**config.mk**
```make
export PLATFORM = sky130hd
export DESIGN_NAME = gpio_port_registers_with_lock_top
export DESIGN_NICKNAME = d
export VERILOG_FILES = /design/src/sv/gpr_pkg.sv /design/src/sv/gpr_in_stage.sv /design/src/sv/gpr_core.sv /design/src/sv/gpr_out_stage.sv /design/src/sv/gpio_port_registers_with_lock_top.sv
export SDC_FILE = /design/constraint.sdc
export NUM_CORES = 1
export LEC_CHECK = 0
export ABC_AREA = 1
export BUFFER_PORTS_ARGS = -buffer_cell sky130_fd_sc_hd__buf_2
export CAP_MARGIN = 25
export CORE_MARGIN = 2
export CORE_UTILIZATION = 60
export DETAILED_ROUTE_END_ITERATION = 8
export HOLD_SLACK_MARGIN = 0.1
export PLACE_DENSITY = 0.94
export SETUP_SLACK_MARGIN = 0.02
export SYNTH_ARGS = -nofsm -noshare
export SYNTH_HDL_FRONTEND = slang
export SYNTH_SLANG_ARGS = --single-unit
```
**constraint.sdc**
```tcl
create_clock -name aclk -period 14.4 [get_ports aclk]
set_input_delay 0.72 -clock aclk [delete_from_list [all_inputs] [get_ports aclk]]
set_output_delay 0.72 -clock aclk [all_outputs]
set_load 0.02 [all_outputs]
```
**src/sv/gpr_pkg.sv**
```systemverilog
// Shared types and constants for the GPIO port register block with pin lock.
// Used by every module of the block; depends on nothing.
`default_nettype none

package gpr_pkg;

    localparam int unsigned PinCountDefault = 16;
    localparam int unsigned PinMax          = 16;
    localparam int unsigned NibblesPerReg   = 8;

    localparam logic [31:0] CfgReset   = 32'h4444_4444;
    localparam logic [3:0]  NibbleMask = 4'hF;
    localparam int unsigned LockKeyBit = 16;

    localparam logic [2:0] SelCfgLow   = 3'd0;
    localparam logic [2:0] SelCfgHigh  = 3'd1;
    localparam logic [2:0] SelInData   = 3'd2;
    localparam logic [2:0] SelOutData  = 3'd3;
    localparam logic [2:0] SelSetReset = 3'd4;
    localparam logic [2:0] SelReset    = 3'd5;
    localparam logic [2:0] SelLock     = 3'd6;

    localparam logic ReqRead  = 1'b0;
    localparam logic ReqWrite = 1'b1;

    typedef struct packed {
        logic        req_type;
        logic [2:0]  reg_select;
        logic [31:0] write_data;
        logic [15:0] pin_levels;
    } access_t;

    typedef struct packed {
        logic [31:0] read_data;
        logic [15:0] out_levels;
        logic [31:0] pin_config_low;
        logic [31:0] pin_config_high;
    } result_t;

endpackage

`default_nettype wire

```
**src/sv/gpr_in_stage.sv**
```systemverilog
// Input register for bus accesses of the GPIO port block.
// Depends on gpr_pkg for the access structure.
`default_nettype none

module gpr_in_stage (
    input  wire logic             aclk,
    input  wire logic             aresetn,
    input  wire logic             in_valid,
    output logic                  in_ready,
    input  wire gpr_pkg::access_t in_item,
    output logic                  item_valid,
    output gpr_pkg::access_t      item,
    input  wire logic             advance
);

    logic             valid_reg;
    gpr_pkg::access_t item_reg;

    assign in_ready   = !valid_reg || advance;
    assign item_valid = valid_reg;
    assign item       = item_reg;

    always_ff @(posedge aclk) begin
        if (!aresetn) begin
            valid_reg <= 1'b0;
        end else if (in_ready) begin
            valid_reg <= in_valid;
        end
    end

    always_ff @(posedge aclk) begin
        if (in_ready && in_valid) begin
            item_reg <= in_item;
        end
    end

endmodule

`default_nettype wire

```
**src/sv/gpr_core.sv**
```systemverilog
// Port state (config, output data, lock sequence) and the access decode.
// Updates state when an access advances and forms its result. Depends on gpr_pkg.
`default_nettype none

module gpr_core #(
    parameter int unsigned PIN_COUNT = gpr_pkg::PinCountDefault
) (
    input  wire logic             aclk,
    input  wire logic             aresetn,
    input  wire logic             advance,
    input  wire gpr_pkg::access_t item,
    output gpr_pkg::result_t      result
);

    localparam logic [15:0] PinMask = 16'((33'd1 << PIN_COUNT) - 33'd1);

    typedef enum logic [1:0] {
        LOCK_IDLE,
        LOCK_KEY1,
        LOCK_KEY2
    } lock_step_t;

    logic [31:0] cfg_low_reg, cfg_low_next;
    logic [31:0] cfg_high_reg, cfg_high_next;
    logic [15:0] out_data_reg, out_data_next;
    logic [15:0] locked_pins_reg, locked_pins_next;
    logic        key_active_reg, key_active_next;
    lock_step_t  lock_step_reg, lock_step_next;
    logic [15:0] pending_pins_reg, pending_pins_next;

    logic [15:0] frozen;
    logic [31:0] keep_low;
    logic [31:0] keep_high;
    logic [15:0] lock_pins;
    logic        lock_key;
    logic [31:0] read_value;
    logic        is_write;

    assign frozen    = locked_pins_reg | ~PinMask;
    assign lock_pins = item.write_data[15:0] & PinMask;
    assign lock_key  = item.write_data[gpr_pkg::LockKeyBit];
    assign is_write  = (item.req_type == gpr_pkg::ReqWrite);

    always_comb begin
        for (int i = 0; i < gpr_pkg::NibblesPerReg; i++) begin
            keep_low[4*i +: 4]  = frozen[i] ? gpr_pkg::NibbleMask : 4'h0;
            keep_high[4*i +: 4] = frozen[i + gpr_pkg::NibblesPerReg] ?
                                  gpr_pkg::NibbleMask : 4'h0;
        end
    end

    always_comb begin
        cfg_low_next      = cfg_low_reg;
        cfg_high_next     = cfg_high_reg;
        out_data_next     = out_data_reg;
        locked_pins_next  = locked_pins_reg;
        key_active_next   = key_active_reg;
        lock_step_next    = lock_step_reg;
        pending_pins_next = pending_pins_reg;
        if (is_write) begin
            unique case (item.reg_select)
                gpr_pkg::SelCfgLow: begin
                    cfg_low_next = (cfg_low_reg & keep_low) | (item.write_data & ~keep_low);
                end
                gpr_pkg::SelCfgHigh: begin
                    cfg_high_next = (cfg_high_reg & keep_high)
                                  | (item.write_data & ~keep_high);
                end
                gpr_pkg::SelOutData: begin
                    out_data_next = item.write_data[15:0] & PinMask;
                end
                gpr_pkg::SelSetReset: begin
                    out_data_next = ((out_data_reg & ~item.write_data[31:16])
                                  | item.write_data[15:0]) & PinMask;
                end
                gpr_pkg::SelReset: begin
                    out_data_next = out_data_reg & ~item.write_data[15:0] & PinMask;
                end
                gpr_pkg::SelLock: begin
                    if (!key_active_reg) begin
                        priority if (lock_step_reg == LOCK_KEY1 && !lock_key
                                     && lock_pins == pending_pins_reg) begin
                            lock_step_next = LOCK_KEY2;
                        end else if (lock_step_reg == LOCK_KEY2 && lock_key
                                     && lock_pins == pending_pins_reg) begin
                            key_active_next  = 1'b1;
                            locked_pins_next = lock_pins;
                            lock_step_next   = LOCK_IDLE;
                        end else if (lock_key) begin
                            pending_pins_next = lock_pins;
                            lock_step_next    = LOCK_KEY1;
                        end else begin
                            lock_step_next = LOCK_IDLE;
                        end
                    end
                end
                default: begin
                end
            endcase
        end
    end

    always_comb begin
        unique case (item.reg_select)
            gpr_pkg::SelCfgLow:  read_value = cfg_low_reg;
            gpr_pkg::SelCfgHigh: read_value = cfg_high_reg;
            gpr_pkg::SelInData:  read_value = {16'h0, item.pin_levels & PinMask};
            gpr_pkg::SelOutData: read_value = {16'h0, out_data_reg};
            gpr_pkg::SelLock:    read_value = {15'h0, key_active_reg, locked_pins_reg};
            default:             read_value = 32'h0;
        endcase
    end

    always_comb begin
        result.read_data       = is_write ? 32'h0 : read_value;
        result.out_levels      = out_data_next;
        result.pin_config_low  = cfg_low_next;
        result.pin_config_high = cfg_high_next;
    end

    always_ff @(posedge aclk) begin
        if (!aresetn) begin
            cfg_low_reg      <= gpr_pkg::CfgReset;
            cfg_high_reg     <= gpr_pkg::CfgReset;
            out_data_reg     <= 16'h0;
            locked_pins_reg  <= 16'h0;
            key_active_reg   <= 1'b0;
            lock_step_reg    <= LOCK_IDLE;
            pending_pins_reg <= 16'h0;
        end else if (advance) begin
            cfg_low_reg      <= cfg_low_next;
            cfg_high_reg     <= cfg_high_next;
            out_data_reg     <= out_data_next;
            locked_pins_reg  <= locked_pins_next;
            key_active_reg   <= key_active_next;
            lock_step_reg    <= lock_step_next;
            pending_pins_reg <= pending_pins_next;
        end
    end

endmodule

`default_nettype wire

```
**src/sv/gpr_out_stage.sv**
```systemverilog
// Result register of the GPIO port block, held until the receiver takes it.
// Depends on gpr_pkg for the result structure.
`default_nettype none

module gpr_out_stage (
    input  wire logic             aclk,
    input  wire logic             aresetn,
    input  wire logic             load,
    output logic                  can_load,
    input  wire gpr_pkg::result_t load_result,
    output logic                  out_valid,
    input  wire logic             out_ready,
    output gpr_pkg::result_t      out_result
);

    logic             valid_reg;
    gpr_pkg::result_t result_reg;

    assign can_load   = !valid_reg || out_ready;
    assign out_valid  = valid_reg;
    assign out_result = result_reg;

    always_ff @(posedge aclk) begin
        if (!aresetn) begin
            valid_reg <= 1'b0;
        end else if (can_load) begin
            valid_reg <= load;
        end
    end

    always_ff @(posedge aclk) begin
        if (load) begin
            result_reg <= load_result;
        end
    end

endmodule

`default_nettype wire

```
**src/sv/gpio_port_registers_with_lock_top.sv**
```systemverilog
// Top level of the 16-pin GPIO port register block with configuration lock.
// Depends on gpr_pkg, gpr_in_stage, gpr_core and gpr_out_stage.
//
// Each slave-side transfer is one register access; each produces exactly one
// master-side transfer carrying the read value and the port state after it.
// The access is first captured in an input register, then decoded and applied
// to the port state as it moves into the result register, from which it is
// offered on the master side.
// One access per cycle is sustained while the receiver takes results; the only
// loop is the state update between two accesses.
// When the receiver stalls, the result register holds its transfer and the
// input register keeps one more access, after which s_tready goes low.
// A synchronous low on aresetn empties both registers, restores the config
// registers to floating inputs, clears the output data and abandons any lock
// sequence; a completed lock stays in force until reset.
// PIN_COUNT limits which pins exist; absent pins keep their reset values.
`default_nettype none

module gpio_port_registers_with_lock_top #(
    parameter int unsigned PIN_COUNT = gpr_pkg::PinCountDefault
) (
    input  wire logic         aclk,
    input  wire logic         aresetn,
    input  wire logic         s_tvalid,
    output logic              s_tready,
    input  wire logic [47:0]  s_tdata,  // write_data[31:0], pin_levels[47:32]
    input  wire logic [3:0]   s_tuser,  // req_type[0], reg_select[3:1]
    output logic              m_tvalid,
    input  wire logic         m_tready,
    output logic [111:0]      m_tdata   // read_data[31:0], out_levels[47:32],
                                        // pin_config_low[79:48],
                                        // pin_config_high[111:80]
);

    gpr_pkg::access_t in_item;
    gpr_pkg::access_t item;
    gpr_pkg::result_t result;
    gpr_pkg::result_t out_result;
    logic             item_valid;
    logic             can_load;
    logic             advance;

    assign in_item.req_type   = s_tuser[0];
    assign in_item.reg_select = s_tuser[3:1];
    assign in_item.write_data = s_tdata[31:0];
    assign in_item.pin_levels = s_tdata[47:32];

    assign advance = item_valid && can_load;

    gpr_in_stage u_in (
        .aclk       (aclk),
        .aresetn    (aresetn),
        .in_valid   (s_tvalid),
        .in_ready   (s_tready),
        .in_item    (in_item),
        .item_valid (item_valid),
        .item       (item),
        .advance    (advance)
    );

    gpr_core #(
        .PIN_COUNT (PIN_COUNT)
    ) u_core (
        .aclk    (aclk),
        .aresetn (aresetn),
        .advance (advance),
        .item    (item),
        .result  (result)
    );

    gpr_out_stage u_out (
        .aclk        (aclk),
        .aresetn     (aresetn),
        .load        (advance),
        .can_load    (can_load),
        .load_result (result),
        .out_valid   (m_tvalid),
        .out_ready   (m_tready),
        .out_result  (out_result)
    );

    assign m_tdata = {out_result.pin_config_high, out_result.pin_config_low,
                      out_result.out_levels, out_result.read_data};

endmodule

`default_nettype wire

```
# Word level (Yosys, flattened, before mapping)
# Cells that the tools add are included.
totals:
  regBits: 281
  latchBits: 0
  ram_bits: 0
  mem_bits_ro: 0
  in_bits: 56
  out_inout_bits: 114
  memories: 0
op_classes:
  n_addsub: 0
  n_mul: 0
  div: 0
  order_cmp: 0
  eq_ne: 9
  shift: 0
  n_mux: 29
  bitwise_logic: 16
  n_reduce_logical: 16
op_table:
  columns: ["cell", "count"]
  rows:
  - ["$pmux 32 s5", 1]
  - ["$and 32x32->32", 4]
  - ["$mux 32", 4]
  - ["$mux 4", 16]
  - ["$not 32->32", 2]
  - ["$or 32x32->32", 2]
  - ["$pmux 16 s3", 1]
  - ["$and 16x16->16", 2]
  - ["$not 16->16", 2]
  - ["$eq 16x16->1", 1]
  - ["$mux 16", 1]
  - ["$or 16x16->16", 1]
  - ["$eq 3x3->1 const B", 3]
  - ["$reduce_and 7->1", 1]
  - ["$eq 3x2->1 const B", 2]
  - ["$logic_and 1x1->1", 6]
  - ["$reduce_and 6->1", 1]
  - ["$mux 1", 4]
  - ["$mux 2", 2]
  - ["$reduce_and 4->1", 1]
  - ["$eq 3x1->1 const B", 1]
  - ["$logic_not 1->1", 3]
  - ["$logic_not 3->1", 1]
  - ["$not 1->1", 3]
  - ["4 further kinds", 5]

# Depth between registers and ports, before layout
logic_depth:
  ltp_word: 6
  mapped_depth: 13
  mapped_depth_nobuf: 12

# By module
# From an unflattened synthesis, not the netlist that was laid out.
hier_totals:
  hier_cells: 1240
  hier_area_um2: 11594.9
modules_own_cells:
  columns: ["module", "instances", "cells_each", "area_each_um2", "seq_area_each_um2"]
  rows:
  - ["gpr_core", 1, 1061, 6565.0, 2302.2]
  - ["gpr_out_stage", 1, 118, 3409.5, 3383.2]
  - ["gpr_in_stage", 1, 59, 1612.8, 1581.5]
  - ["gpio_port_registers_with_lock_top", 1, 2, 7.5, 0.0]

# Least setup slack after synthesis
# No wires, ideal clock.
synth_timing:
  path_kind: "input-to-reg"
  from: "in m_tready"
  to: "reg u_out.result_reg, in the netlist u_out.out_result[0] (enable)"
  setup_ns: 0.521
  arrival_time_ns: 4.499
  required_ns: 13.879
  path_slack_ns: 9.381
  cell_stages: 6
  n_path_buf: 2
  path_cell_list: "inv_1 > nand2_1 > nand2_1 > clkbuf_1 > inv_1 > clkbuf_1"
synth_between:
  elab_chain_len: 2
synth_rtl:
  columns: ["element", "line", "text"]
  rows:
  - ["start, declared", "gpio_port_registers_with_lock_top.sv:29", "input wire logic m_tready,"]
  - ["$logic_or 1x1->1", "gpr_out_stage.sv:19", "assign can_load = !valid_reg || out_ready;"]
  - ["$logic_and 1x1->1", "gpio_port_registers_with_lock_top.sv:48", "assign advance = item_valid && can_load;"]
  - ["via advance", "gpio_port_registers_with_lock_top.sv:41", "logic advance;"]
  - ["end signal, assigned", "gpr_out_stage.sv:33", "result_reg <= load_result;"]
  - ["end, declared", "gpr_out_stage.sv:17", "gpr_pkg::result_t result_reg;"]
# The timed path passes the listed nets, and every way through them passes these cells.
# A chain may end at the register's enable or synchronous reset.

# Worst setup path after layout
layout_timing:
  from: "reg u_in.item_reg, in the netlist u_in.item[49]"
  to: "reg u_core.pending_pins_reg[14]"
layout_between:
  elab_chain_len: 2
layout_rtl:
  columns: ["element", "line", "text"]
  rows:
  - ["start, declared", "gpr_in_stage.sv:17", "gpr_pkg::access_t item_reg;"]
  - ["start signal, assigned", "gpr_in_stage.sv:33", "item_reg <= in_item;"]
  - ["$eq 3x3->1", "gpr_core.sv:61", "unique case (item.reg_select)"]
  - ["$reduce_and 7->1 (no source line)", null, null]
  - ["end signal, assigned", "gpr_core.sv:137", "pending_pins_reg <= pending_pins_next;"]
  - ["end, declared", "gpr_core.sv:29", "logic [15:0] pending_pins_reg, pending_pins_next;"]
# Every way passes these cells.

==> impl_metrics.json <==
{
  "final_cell_mix": "nand2_1 (196), inv_1 (177), buf_2 (169)",
  "nets": 1448,
  "maxCapViolCount": 0,
  "synthesis.nets": 1297,
  "internal_power_mw": 1.38,
  "leakage_nw": 5.80,
  "place_area_sq_um": 12600,
  "synth-compound-area-share_pct": 14.8,
  "syn_area_per_cell_sq_um": 9.40,
  "required_ns": 14.85,
  "overflow": 0,
  "setup_violations": 0,
  "synthMuxAreaShare_pct": 0.290,
  "p_seq_share_pct": 50.4,
  "rsz0062_at_grt": "no",
  "drive_above_1_share_pct": 18.8,
  "cp-start-kind": "flip-flop",
  "finalInstanceArea_sq_um": 13600,
  "mostFrequentLayoutCell": "nand2_1",
  "num_rows": 51,
  "cts_resized": 0,
  "clock_sinks": 281,
  "fin_crit_sh_pct": 23.1,
  "chipWidth_um": 143,
  "grt_util_all_layers_pct": 31.6,
  "grt_pass1_wl_um": 50400,
  "drt-pass1-iter-count": 7,
  "synth_seq_cells": 281,
  "yosysWarnings": 0,
  "hold_buffers": 0,
  "start_util_pct": 60.5,
  "postCtsSetupBuffers": 0,
  "pwr-share-clk_pct": 40.6,
  "syn_inst": 1241,
  "drt_iter0_drc": 1817,
  "hold_viol": 0,
  "cts_root_buffer": "clkbuf_16",
  "yosys.area_share.simple_pct": 14.0,
  "ir_drop_mv": 0.0845,
  "diodes": 0,
  "slew_viol_final": 0,
  "clock_path_buffers": 3,
  "critPathArrivalTime_ns": 3.79,
  "grt_pass1_vias": 9613,
  "die_area_sq_um": 20600,
  "synth_top_family_by_area": "compound AO/OA/AOI/OAI gates",
  "slew_headroom_pct": 27.9,
  "netlist_area_sq_um": 11700,
  "ys_types": 29,
  "pwr-share-comb_pct": 9.1,
  "r2r_cells": 8,
  "largest_reg_flops": 112,
  "power_switching_uw": 457,
  "cts_buffers": 28,
  "hold_class": "input pin to flip-flop",
  "min_period_ns": 3.33,
  "synth-xor-area-share_pct": 0.0751,
  "synthAdderAreaFrac_pct": 0,
  "cts_tree": "done",
  "fin_setup_tns_ns": 0,
  "route.detailed.drc": 0,
  "hold_path_depth": 1,
  "htree_levels": 1,
  "ios": 170,
  "core_area_sq_um": 19300,
  "grt_antenna_before_repair": 0,
  "port_buffers": 169,
  "wl_um": 33200,
  "area.growth.synth_to_final_pct": 16.8,
  "critPathCaptureType": "flip-flop",
  "viasPerCell": 6.09,
  "die_h_um": 143,
  "cp_max_fo": 32,
  "ant_nets": 0,
  "gp_congestion": 0.923,
  "skew_ns": 0.00925,
  "cts.reportedPaths.clkPinSlew_ns": 0.07,
  "switching_share_pct": 24.8,
  "clock_latency_ns": 0.55,
  "wire_per_inst_um": 19.8,
  "ys_seq_area_share_pct": 62.3,
  "status": "finished clean",
  "crit_type": "flip-flop to flip-flop",
  "grt_max_degree": 93,
  "fillers": 1268,
  "dp_hpwl_um": 20700,
  "fmax_ghz": 0.300,
  "worst_slew_pin_slew_ns": 1.08,
  "power.density_nw_per_um2": 135,
  "vias": 10200
}
==> cell usage after synthesis <==
master    number  area [sq um]
inv_2         20          75.1
buf_4          5          37.5
nor3_1         1          5.00
nand2_1      197           739
nand2_4        1          11.3
dfxtp_1      117          2340
a211oi_1       3          22.5
edfxtp_1     164          4920
xor2_1         1          8.76
nand2_2        4          25.0
buf_2          4          20.0
nor3_2         1          10.0
buf_6          1          11.3
o21ai_1       49           245
clkbuf_1      41           154
a21oi_1      116           581
mux2_2         3          33.8
nor2_1       106           398
o211ai_1      13          97.6
nand4_2        1          12.5
o22ai_1       44           275
clkbuf_8       1          13.8
o21ai_0      102           510
buf_1          2          7.51
inv_1        179           672
nand4_1       14          87.6
nor2_4        13           146
nand3_1       36           180
nand3_2        2          20.0
==> cell type report <==
type / instances / area [sq um] / share of cell area (%)
well taps: 265 / 332 / 2.43
flip-flops and latches: 281 / 7270 / 53.3
multi-input cells: 707 / 3420 / 25.1
repair buffers: 175 / 911 / 6.69
inverters: 199 / 749 / 5.50
clock buffers: 36 / 782 / 5.74
clock inverters: 16 / 164 / 1.20
==> layer usage <==
metal,GRT usage (%),up-vias,share of wire [%]
li1,-,4465,-
met1,39.3,4649,35
met2,51.6,915,46
met3,7.73,193,13
met4,16.0,0,5.7
met5,0,-,0
==> path summary, 6_finish.rpt <==
kind / startpoint / to / slack (ns)
worst max-delay path: u_in.item[49] / u_core.pending_pins_reg[14] / 11.07
worst min-delay path: s_tdata[27] / u_in.item[43] / 0.35
worst max register to register: u_in.item[49] / u_core.pending_pins_reg[14] / 11.07
worst min register to register: u_core.frozen[12] / u_core.frozen[12] / 0.49
==> critical path, cell delays in order, from the launching register on <==
cell and delay (ns):
edfxtp_1 0.83, nand3_1 0.64, nor3_2 0.44, inv_2 0.12, nor2_4 0.15, nand3_2 0.54, nand2_1 0.20, nand2_1 0.09
nor2_1 0.21
==> cells by family after synthesis <==
group,Yosys count
and+or+nand+nor,376
AOI/OAI and AO/OA,327
DFF,281
buffers and inverters,253
muxes,3
xor gates and xnor gates,1
==> through the flow <==
step           hold slack (ns)  util (%)  setup slack (ns)  cells  power (mW)
5_1_grt                  0.338      70.7             11.05   1679        1.89
3_5_place_dp             0.474      65.6             11.17   1626        1.10
4_1_cts                  0.340      70.5             11.36   1678        1.83
6_report                 0.350      70.7             11.07   1679        1.84
3_3_place_gp             0.461      65.6             11.28   1626        1.09
2_1_floorplan            0.451         -              9.38   1241        1.04
==> power by group through the flow <==
stage	logic, mW	registers [mW]	clock network (mW)
6_report	0.167	0.927	0.746
5_1_grt	0.179	0.929	0.777
4_1_cts	0.161	0.925	0.747
3_5_place_dp	0.158	0.941	0
3_3_place_gp	0.150	0.940	0
2_1_floorplan	0.0851	0.955	0
Power figures use the tool's default switching activity.
